File: src/sv/kwlex_pkg.sv
// ----------------------------------------------------------------------------
// kwlex_pkg
// Shared types, constants and keyword tables for the keyword lexer.
// ----------------------------------------------------------------------------
`default_nettype none

package kwlex_pkg;

    // Sizing
    localparam int ID_WIDTH     = 32;
    localparam int MAX_WORD_LEN = 255;
    localparam int LEN_W        = $clog2(MAX_WORD_LEN + 1);
    localparam int NUM_KW       = 5;
    localparam int KW_MAXLEN    = 6;

    // Token kinds
    localparam logic [3:0] KIND_SPACE   = 4'd0;
    localparam logic [3:0] KIND_NEWLINE = 4'd1;
    localparam logic [3:0] KIND_LPAREN  = 4'd2;
    localparam logic [3:0] KIND_RPAREN  = 4'd3;
    localparam logic [3:0] KIND_LBRACE  = 4'd4;
    localparam logic [3:0] KIND_RBRACE  = 4'd5;
    localparam logic [3:0] KIND_EQUALS  = 4'd6;
    localparam logic [3:0] KIND_SEMI    = 4'd7;
    localparam logic [3:0] KIND_BANG    = 4'd8;
    localparam logic [3:0] KIND_KW_BASE = 4'd9;
    localparam logic [3:0] KIND_INTLIT  = 4'd14;
    localparam logic [3:0] KIND_IDENT   = 4'd15;

    // Keywords: int, return, bool, false, true
    localparam logic [7:0] KW_TEXT [NUM_KW][KW_MAXLEN] = '{
        '{8'h69, 8'h6e, 8'h74, 8'h00, 8'h00, 8'h00},
        '{8'h72, 8'h65, 8'h74, 8'h75, 8'h72, 8'h6e},
        '{8'h62, 8'h6f, 8'h6f, 8'h6c, 8'h00, 8'h00},
        '{8'h66, 8'h61, 8'h6c, 8'h73, 8'h65, 8'h00},
        '{8'h74, 8'h72, 8'h75, 8'h65, 8'h00, 8'h00}
    };
    localparam logic [LEN_W-1:0] KW_LEN [NUM_KW] = '{
        LEN_W'(3), LEN_W'(6), LEN_W'(4), LEN_W'(5), LEN_W'(4)
    };

    typedef struct packed {
        logic [7:0] text_byte;
        logic       end_of_text;
    } lex_in_t;

    typedef struct packed {
        logic [3:0]  token_kind;
        logic [31:0] token_id;
        logic [31:0] word_start;
        logic [7:0]  word_length;
        logic        last;
    } lex_out_t;

    typedef struct packed {
        logic       hit;
        logic [3:0] kind;
    } delim_t;

    function automatic delim_t delim_decode(input logic [7:0] b);
        delim_t d;
        d.hit = 1'b1;
        case (b)
            8'h20:   d.kind = KIND_SPACE;
            8'h0a:   d.kind = KIND_NEWLINE;
            8'h28:   d.kind = KIND_LPAREN;
            8'h29:   d.kind = KIND_RPAREN;
            8'h7b:   d.kind = KIND_LBRACE;
            8'h7d:   d.kind = KIND_RBRACE;
            8'h3d:   d.kind = KIND_EQUALS;
            8'h3b:   d.kind = KIND_SEMI;
            8'h21:   d.kind = KIND_BANG;
            default: begin
                d.hit  = 1'b0;
                d.kind = KIND_SPACE;
            end
        endcase
        return d;
    endfunction

endpackage

`default_nettype wire

File: src/sv/keyword_lexer.sv
// ----------------------------------------------------------------------------
// keyword_lexer
// Byte-serial tokenizer: keywords, booleans, integer literals, identifiers
// and single-character delimiters, each reported with id, offset and length.
// ----------------------------------------------------------------------------
//
//  channel | dir | handshake           | word
//  --------+-----+---------------------+---------------------------------
//  s_      | in  | s_valid / s_ready   | lex_in_t  (byte, end-of-text)
//  m_      | out | m_valid / m_ready   | lex_out_t (kind, id, start, len)
//
//  One input word per cycle while s_ready is high. Its results land in a
//  three-entry output queue in the cycle it is taken; a delimiter that closes
//  a word yields two results, and the queue drains one result per cycle while
//  m_ready is high. s_ready is high while the queue holds at most one result.
//  Synchronous active-low reset: counter to 1, position and word cleared,
//  queue empty. m_ready low simply fills the queue and drops s_ready.
//
`default_nettype none

module keyword_lexer
    import kwlex_pkg::*;
(
    input  wire logic     aclk,
    input  wire logic     aresetn,
    input  wire logic     s_valid,
    output logic          s_ready,
    input  wire lex_in_t  s_data,
    output logic          m_valid,
    input  wire logic     m_ready,
    output lex_out_t      m_data
);

    // ---------------- lexer state ----------------
    logic [ID_WIDTH-1:0] id_counter_reg, id_counter_next;
    logic [LEN_W-1:0]    pend_len_reg, pend_len_next;
    logic                all_digits_reg, all_digits_next;
    logic [NUM_KW-1:0]   kw_cand_reg, kw_cand_next;
    logic [31:0]         byte_pos_reg, byte_pos_next;
    logic [31:0]         pend_start_reg, pend_start_next;

    // ---------------- output queue ----------------
    // q_reg[0] is the head; entries shift down on a pop.
    lex_out_t   q_reg [3];
    lex_out_t   q_next [3];
    logic [1:0] count_reg, count_next;

    logic       s_fire, m_fire;
    logic [1:0] push_n;
    lex_out_t   res0, res1;
    delim_t     dl;
    logic [3:0] word_kind;
    logic [63:0] id_cur_ext, id_inc_ext;
    logic [31:0] len_ext;
    logic [1:0] base;

    assign s_ready = (count_reg <= 2'd1);
    assign m_valid = (count_reg != 2'd0);
    assign m_data  = q_reg[0];
    assign s_fire  = s_valid && s_ready;
    assign m_fire  = m_valid && m_ready;

    assign dl         = delim_decode(s_data.text_byte);
    assign id_cur_ext = 64'(id_counter_reg);
    assign id_inc_ext = 64'(id_counter_reg + ID_WIDTH'(1));
    assign len_ext    = 32'(pend_len_reg);

    // classify the pending word: first keyword whose text survived wins
    always_comb begin
        word_kind = all_digits_reg ? KIND_INTLIT : KIND_IDENT;
        for (int k = NUM_KW - 1; k >= 0; k--) begin
            if (kw_cand_reg[k] && pend_len_reg == KW_LEN[k]) begin
                word_kind = KIND_KW_BASE + 4'(k);
            end
        end
    end

    // ---------------- per-word step ----------------
    always_comb begin
        id_counter_next = id_counter_reg;
        pend_len_next   = pend_len_reg;
        all_digits_next = all_digits_reg;
        kw_cand_next    = kw_cand_reg;
        byte_pos_next   = byte_pos_reg;
        pend_start_next = pend_start_reg;
        push_n          = 2'd0;

        // pending word, as it would be emitted
        res0.token_kind  = word_kind;
        res0.token_id    = id_cur_ext[31:0];
        res0.word_start  = pend_start_reg;
        res0.word_length = len_ext[7:0];
        res0.last        = 1'b1;
        // the delimiter itself
        res1.token_kind  = dl.kind;
        res1.token_id    = id_cur_ext[31:0];
        res1.word_start  = byte_pos_reg;
        res1.word_length = 8'd1;
        res1.last        = 1'b1;

        if (s_fire) begin
            if (s_data.end_of_text) begin
                // flush a trailing word; position holds
                if (pend_len_reg != '0) begin
                    push_n          = 2'd1;
                    id_counter_next = id_counter_reg + ID_WIDTH'(1);
                    pend_len_next   = '0;
                    all_digits_next = 1'b1;
                    kw_cand_next    = '1;
                end
            end else if (dl.hit) begin
                if (pend_len_reg != '0) begin
                    // word takes the id after the delimiter's, goes out first
                    res0.token_id   = id_inc_ext[31:0];
                    res0.last       = 1'b0;
                    push_n          = 2'd2;
                    id_counter_next = id_counter_reg + ID_WIDTH'(2);
                end else begin
                    res0            = res1;
                    push_n          = 2'd1;
                    id_counter_next = id_counter_reg + ID_WIDTH'(1);
                end
                pend_len_next   = '0;
                all_digits_next = 1'b1;
                kw_cand_next    = '1;
                byte_pos_next   = byte_pos_reg + 32'd1;
            end else begin
                if (pend_len_reg == '0) begin
                    pend_start_next = byte_pos_reg;
                end
                for (int k = 0; k < NUM_KW; k++) begin
                    if (pend_len_reg >= KW_LEN[k]) begin
                        kw_cand_next[k] = 1'b0;
                    end else if (KW_TEXT[k][pend_len_reg[2:0]] != s_data.text_byte) begin
                        kw_cand_next[k] = 1'b0;
                    end
                end
                if (s_data.text_byte < 8'h30 || s_data.text_byte > 8'h39) begin
                    all_digits_next = 1'b0;
                end
                if (pend_len_reg < LEN_W'(MAX_WORD_LEN)) begin
                    pend_len_next = pend_len_reg + LEN_W'(1);
                end
                byte_pos_next = byte_pos_reg + 32'd1;
            end
        end
    end

    // ---------------- queue update ----------------
    always_comb begin
        base = count_reg - {1'b0, m_fire};
        q_next[0] = m_fire ? q_reg[1] : q_reg[0];
        q_next[1] = m_fire ? q_reg[2] : q_reg[1];
        q_next[2] = q_reg[2];
        for (int i = 0; i < 3; i++) begin
            if (push_n != 2'd0 && base == 2'(i)) begin
                q_next[i] = res0;
            end
            if (push_n == 2'd2 && base + 2'd1 == 2'(i)) begin
                q_next[i] = res1;
            end
        end
        count_next = base + push_n;
    end

    always_ff @(posedge aclk) begin
        if (!aresetn) begin
            id_counter_reg <= ID_WIDTH'(1);
            pend_len_reg   <= '0;
            all_digits_reg <= 1'b1;
            kw_cand_reg    <= '1;
            byte_pos_reg   <= '0;
            pend_start_reg <= '0;
            count_reg      <= 2'd0;
        end else begin
            id_counter_reg <= id_counter_next;
            pend_len_reg   <= pend_len_next;
            all_digits_reg <= all_digits_next;
            kw_cand_reg    <= kw_cand_next;
            byte_pos_reg   <= byte_pos_next;
            pend_start_reg <= pend_start_next;
            count_reg      <= count_next;
        end
    end

    // payload needs no reset
    always_ff @(posedge aclk) begin
        for (int i = 0; i < 3; i++) begin
            q_reg[i] <= q_next[i];
        end
    end

    // ---------------- assertions ----------------
    // queue never overflows on a push
    a_no_overflow: assert property (@(posedge aclk) disable iff (!aresetn)
        s_fire |-> (3'(count_reg) - 3'(m_fire) + 3'(push_n)) <= 3'd3)
        else $error("output queue overflow");

    // a word that is not last always has its delimiter queued behind it
    a_pair_held: assert property (@(posedge aclk) disable iff (!aresetn)
        (m_valid && !m_data.last) |-> count_reg >= 2'd2)
        else $error("word result without its delimiter");

    // a two-result item shows up at the output next cycle
    a_pair_visible: assert property (@(posedge aclk) disable iff (!aresetn)
        (s_fire && push_n == 2'd2) |=> (m_valid && count_reg >= 2'd2))
        else $error("two-result item not queued");

    // a delimiter always advances the id counter
    a_id_step: assert property (@(posedge aclk) disable iff (!aresetn)
        (s_fire && !s_data.end_of_text && dl.hit) |=>
            id_counter_reg != $past(id_counter_reg))
        else $error("id counter did not advance on delimiter");

endmodule

`default_nettype wire
File: config.mk
export PLATFORM = sky130hd
export DESIGN_NAME = keyword_lexer
export DESIGN_NICKNAME = d
export VERILOG_FILES = /design/src/sv/kwlex_pkg.sv /design/src/sv/keyword_lexer.sv
export SDC_FILE = /design/constraint.sdc
export NUM_CORES = 1
export LEC_CHECK = 0
export BUFFER_PORTS_ARGS = -buffer_cell sky130_fd_sc_hd__clkbuf_2
export CORE_MARGIN = 8
export CORE_UTILIZATION = 35
export CTS_CLUSTER_DIAMETER = 150
export DETAILED_ROUTE_END_ITERATION = 10
export PLACE_DENSITY = 0.53
export SLEW_MARGIN = 20
export SYNTH_ARGS = -nofsm -noshare
export SYNTH_HDL_FRONTEND = slang
export SYNTH_SLANG_ARGS = --single-unit
export TNS_END_PERCENT = 30
File: constraint.sdc
create_clock -name aclk -period 5.3 [get_ports aclk]
set_input_delay 0.53 -clock aclk [delete_from_list [all_inputs] [get_ports aclk]]
set_output_delay 0.53 -clock aclk [all_outputs]
set_load 0.01 [all_outputs]
=== Word level (Yosys, flattened, before mapping) ===
Memory sizes are Yosys's and may differ from the RTL's.
Index checks and enable logic that the tools add are counted.

* Bits in registers: 112
* Bits in writable memories: 231
* Memory bits (read-only): 320
* Bits of input ports: 13
* Output and inout bits: 79
* Word-level logic and storage cells: 163
* Memories: 6

* Add/sub/neg operators: 8
* Magnitude comparators: 9
* Equality and inequality tests: 24
* Mux-type cells: 63
* Bitwise logic cells: 3
* Reduce and logical (&&, ||, !) cells: 39

{| class="wikitable"
|+ Memory list
! name !! depth !! bits a word !! read ports !! clocked after memory_dff !! wr ports !! line !! source
|-
| q_reg || 3 || 77 || 3 || 0 || 3 || keyword_lexer.sv:44 || <nowiki>lex_out_t q_reg [3];</nowiki>
|-
| (no name shown) || 8 || 8 || 1 || 0 || 0 || keyword_lexer.sv:134 || <nowiki>end else if (KW_TEXT[k][pend_len_reg[2:0]] != s_data.text_byte) begin</nowiki>
|-
| (no name shown) || 8 || 8 || 1 || 0 || 0 || keyword_lexer.sv:134 ||
|-
| (no name shown) || 8 || 8 || 1 || 0 || 0 || keyword_lexer.sv:134 ||
|-
| (no name shown) || 8 || 8 || 1 || 0 || 0 || keyword_lexer.sv:134 ||
|-
| (no name shown) || 8 || 8 || 1 || 0 || 0 || keyword_lexer.sv:134 ||
|}

{| class="wikitable"
|+ Operators with widths
! cell !! number
|-
| $mux 77 || 11
|-
| $mux 32 || 5
|-
| $mux 8 || 14
|-
| $add 32x1->32 const B || 3
|-
| $eq 8x6->1 const B || 6
|-
| $mux 40 || 1
|-
| $ne 8x8->1 || 5
|-
| $add 32x2->32 const B || 1
|-
| $pmux 4 s8 || 1
|-
| $eq 8x3->1 const B || 3
|-
| $ge 8x3->1 const B || 3
|-
| $reduce_and 3->1 || 8
|-
| $mux 4 || 5
|-
| $reduce_bool 4->1 || 5
|-
| $mux 1 || 18
|-
| $eq 8x7->1 const B || 2
|-
| $mux 5 || 3
|-
| $logic_and 1x1->1 || 13
|-
| $mux 2 || 5
|-
| $reduce_or 9->1 || 1
|-
| $add 8x1->8 const B || 1
|-
| $eq 8x2->1 const B || 1
|-
| $eq 8x4->1 const B || 1
|-
| $ge 8x2->1 const B || 1
|-
| other kinds (21) || 29
|}

=== Logic depth before layout (Yosys ltp) ===
* Word-level depth: 13
* Gate-level depth with buffers: 15
* Mapped depth without buffers: 11

=== Worst setup path after synthesis ===
OpenSTA, ideal clock, no wires.

* Path kind: register -> register
* Start: register, netlist name pend_len_reg[0]
* End: memory q_reg[0][10] in the netlist's numbering, enable pin
* Library setup time: 0.889 ns
* Data arrival time: 4.286 ns
* Required time: 4.411 ns
* Path slack: 0.125 ns
* Stages on the path, launching flop included: 12
* Clock period less this slack: 5.175 ns
* Cells stage by stage: dfxtp_1 clkbuf_1 inv_1 ha_1 clkbuf_1 or3b_2 o21ai_0 o32a_4 or3_1 buf_2 clkbuf_1 nand3_1

{| class="wikitable"
|+ RTL lines
! item !! line
|-
| end: declaration || keyword_lexer.sv:44
|}

==> out/metrics.cfg <==
[status]
status = completed

[timing]
whs_ns = 0.3848
setup_viol = 0
hold_viol_final = 0
tightest_slew_ns = 1.129
finalClockSkew_ns = 0.02457
min_period_over_period_pct = 83.35
relSlewSlack_pct = 24.45
finalCriticalPeriod_ns = 4.418
rsz0062_at_grt = no
drv_slew = 0
clock.fmax_mhz = 226.4
setup_tns_ns = 0

[drt]
first_pass_iters = 5
vias_per_cell = 5.721
drcViolationCount = 0
final_antenna_net_count = 0
wl_um = 55400
dr_total_vias = 14931
dr.first_iter.drc_count = 1214
wl_per_cell_um = 21.22

[layout]
area_delta_synth_final_pct = 9.269
insertedDiodeCount = 0
fin_util_pct = 38.64
fin_nets = 1919
fill_cells = 5126
drive_gt1_share_pct = 11.81
largest_reg_flops = 231

[global_route]
antenna_found_initial = 0
grt_pass1_vias = 14406
grt_overflow = 0
grtUsageTotal_pct = 17.75
grt_pass1_wl_um = 86150
grt_start_max_net_pins = 95

[synthesis]
synthArstFlopShare_pct = 0
ys_ff_latch = 343
ys.flop_type = edfxtp_1
syn_avg_cell_area_um2 = 9.329
synth.distinct_cells = 80
ys_warn_count = 0
yosysMostFrequentCell = nand2_1
syn_nets = 2017
synth_common_cells = nand2_1, edfxtp_1, dfxtp_1, clkbuf_1, o21ai_0
syn_area_um2 = 18550
synth_edf_count = 204
yosys.area.top_type = edfxtp_1
seq_area_frac_synth_pct = 48.03
syn_inst = 1988
yosys-top-cells-area = edfxtp_1, dfxtp_1, nand2_1
yosysTopAreaCellShare_pct = 33.03

[clocking]
postCtsSetupBuffers = 0
cts_tree = built
clk_pin_slew_ns = 0.06
cts_hold_buf = 0
cts_buffers = 40
clock_sink_count = 343
htree_levels = 2
cts_buffer_depth = 3
clock_latency_ns = 0.57
cts_resized = 0
ctsRootBufferMaster = clkbuf_16

[placed_design]
dp_hpwl_um = 32620
gp_congestion = 0.8315
io_buffer_count = 91

[critical_path]
critPathArrivalTime_ns = 4.81
crit_path_max_incr_delay_ns = 0.67
cp_slowest_cell = buf_4
cp_common_cell = o21ai_0
path_class = reg2reg
cp-startpoint = pend_len_reg[0]$_SDFFE_PN0P_
cp.depth = 9
crit_end = q_reg[0][32]$_DFFE_PP_
critPathTopFamily = compound AO/OA/AOI/OAI gates
r2r-end = q_reg[0][32]$_DFFE_PP_
cp_cell_sequence = inv_1, ha_1, or3b_2, o21ai_0, o32a_4, or3_2, buf_4, o21ai_0, a22oi_1
required_ns = 5.69
endpoint_kind = flip-flop
reg2reg_slack_ns = 0.88
r2r_cells = 9
r2r_start = pend_len_reg[0]$_SDFFE_PN0P_
worstPathMaxFanout = 57
worst-path-buf-inv = 2
startpoint_type = flip-flop

[floorplanning]
initial_utilization_pct = 35.36
io-pin-count = 92
core_area_um2 = 52450
die_h_um = 246.2
rows = 84
die-area_um2 = 60610
die_w_um = 246.2

[hold_path]
min_path_type = in2reg

[flow_run]
cap_violations = 0

[power_and_ir_drop]
max-vdd-ir-drop_mv = 0.2663
power_density_nw_per_um2 = 407.9
leakage_nw = 7.165

## worst register-to-register path: cells and delay by family, from the launching register on
| kind | cells | cell delay [ns] |
|---|---|---|
| flip-flops | 1 | 0.50 |
| AND/OR/NAND/NOR | 2 | 0.76 |
| AO/OA/AOI/OAI | 4 | 1.65 |
| buffers and inverters | 2 | 0.91 |
| adder cells (fa/ha/maj) | 1 | 0.43 |
## cell families (layout without fill, tap and decap cells)
| kind of cell | count (synthesis) | count (layout) | share of synthesized area [%] |
|---|---|---|---|
| and+or+nand+nor | 672 | 672 | 17.64 |
| AOI/OAI and AO/OA | 585 | 585 | 21.64 |
| DFF | 343 | 343 | 48.03 |
| muxes | 5 | 5 | 0.2699 |
| buffers and inverters | 294 | 228 | 7.886 |
| adders and majority gates | 16 | 16 | 1.079 |
| xor gates and xnor gates | 73 | 73 | 3.447 |
## where the power goes
part | switching [W] | internal (W)
sequential | 0.000192 | 0.00336
clock | 0.00116 | 0.00169
combinational | 0.00122 | 0.000636
## per-layer routing
metal / global-route usage [%] / up-vias / share of wire, %
met5: 0 / - / 0
met4: 4.355 / 0 / 1.7
met3: 3.292 / 63 / 6.6
met2: 28.14 / 483 / 45
met1: 24.76 / 7346 / 47
li1: - / 7039 / -
## cell usage in the layout (no fill, tap or decap), types with 32 or more instances in the layout
master,Yosys,routed
and2_1,52,52
a21oi_1,103,100
o21ai_0,125,125
dfxtp_1,139,139
o22ai_1,44,43
buf_4,79,33
or3_1,36,35
a21boi_0,46,46
clkbuf_2,1,91
clkbuf_16,0,42
nand2_1,280,278
xor2_1,43,43
a22oi_1,41,41
nor3_1,48,46
nand4_1,32,32
edfxtp_1,204,204
nor2_1,94,92
nand3_1,36,35
## area by class of cell
cell class	instances	area, µm²	area share, %
clock buffers	53	1122	5.538
clock inverters	21	212.7	1.050
inverters	28	105.1	0.5186
multi-input cells	1351	8313	41.02
flip-flops and latches	343	8909	43.96
well taps	688	860.8	4.248
repair buffers	126	743.2	3.667
## worst min-delay path by stage
stage	startpoint	endpoint	slack [ns]	cells past startpoint
after global routing	aresetn	id_counter_reg[0]$_SDFFE_PN1P_	0.39	2
after global placement	q_reg[0][161]$_SDFFE_PP0N_	q_reg[0][161]$_SDFFE_PP0N_	0.44	2
after CTS	aresetn	id_counter_reg[0]$_SDFFE_PN1P_	0.37	2
after detailed placement	q_reg[0][156]$_SDFFE_PP0N_	q_reg[0][156]$_SDFFE_PP0N_	0.45	2
after floorplan	q_reg[0][154]$_SDFFE_PP1N_	q_reg[0][154]$_SDFFE_PP1N_	0.43	1
final	aresetn	id_counter_reg[0]$_SDFFE_PN1P_	0.38	2
## per-stage QoR
stage / power (W) / instance area, µm² / std cells / setup slack (ns)
after floorplan: 0.004963 / 18550 / 1988 / 0.1246
after global placement: 0.005456 / 18930 / 2536 / 1.130
after detailed placement: 0.005483 / 18930 / 2536 / 0.9459
after CTS: 0.008354 / 20270 / 2610 / 0.9454
after global routing: 0.008662 / 20270 / 2610 / 0.6093
final: 0.008266 / 20270 / 2610 / 0.8822
Power figures use the tool's default switching activity.
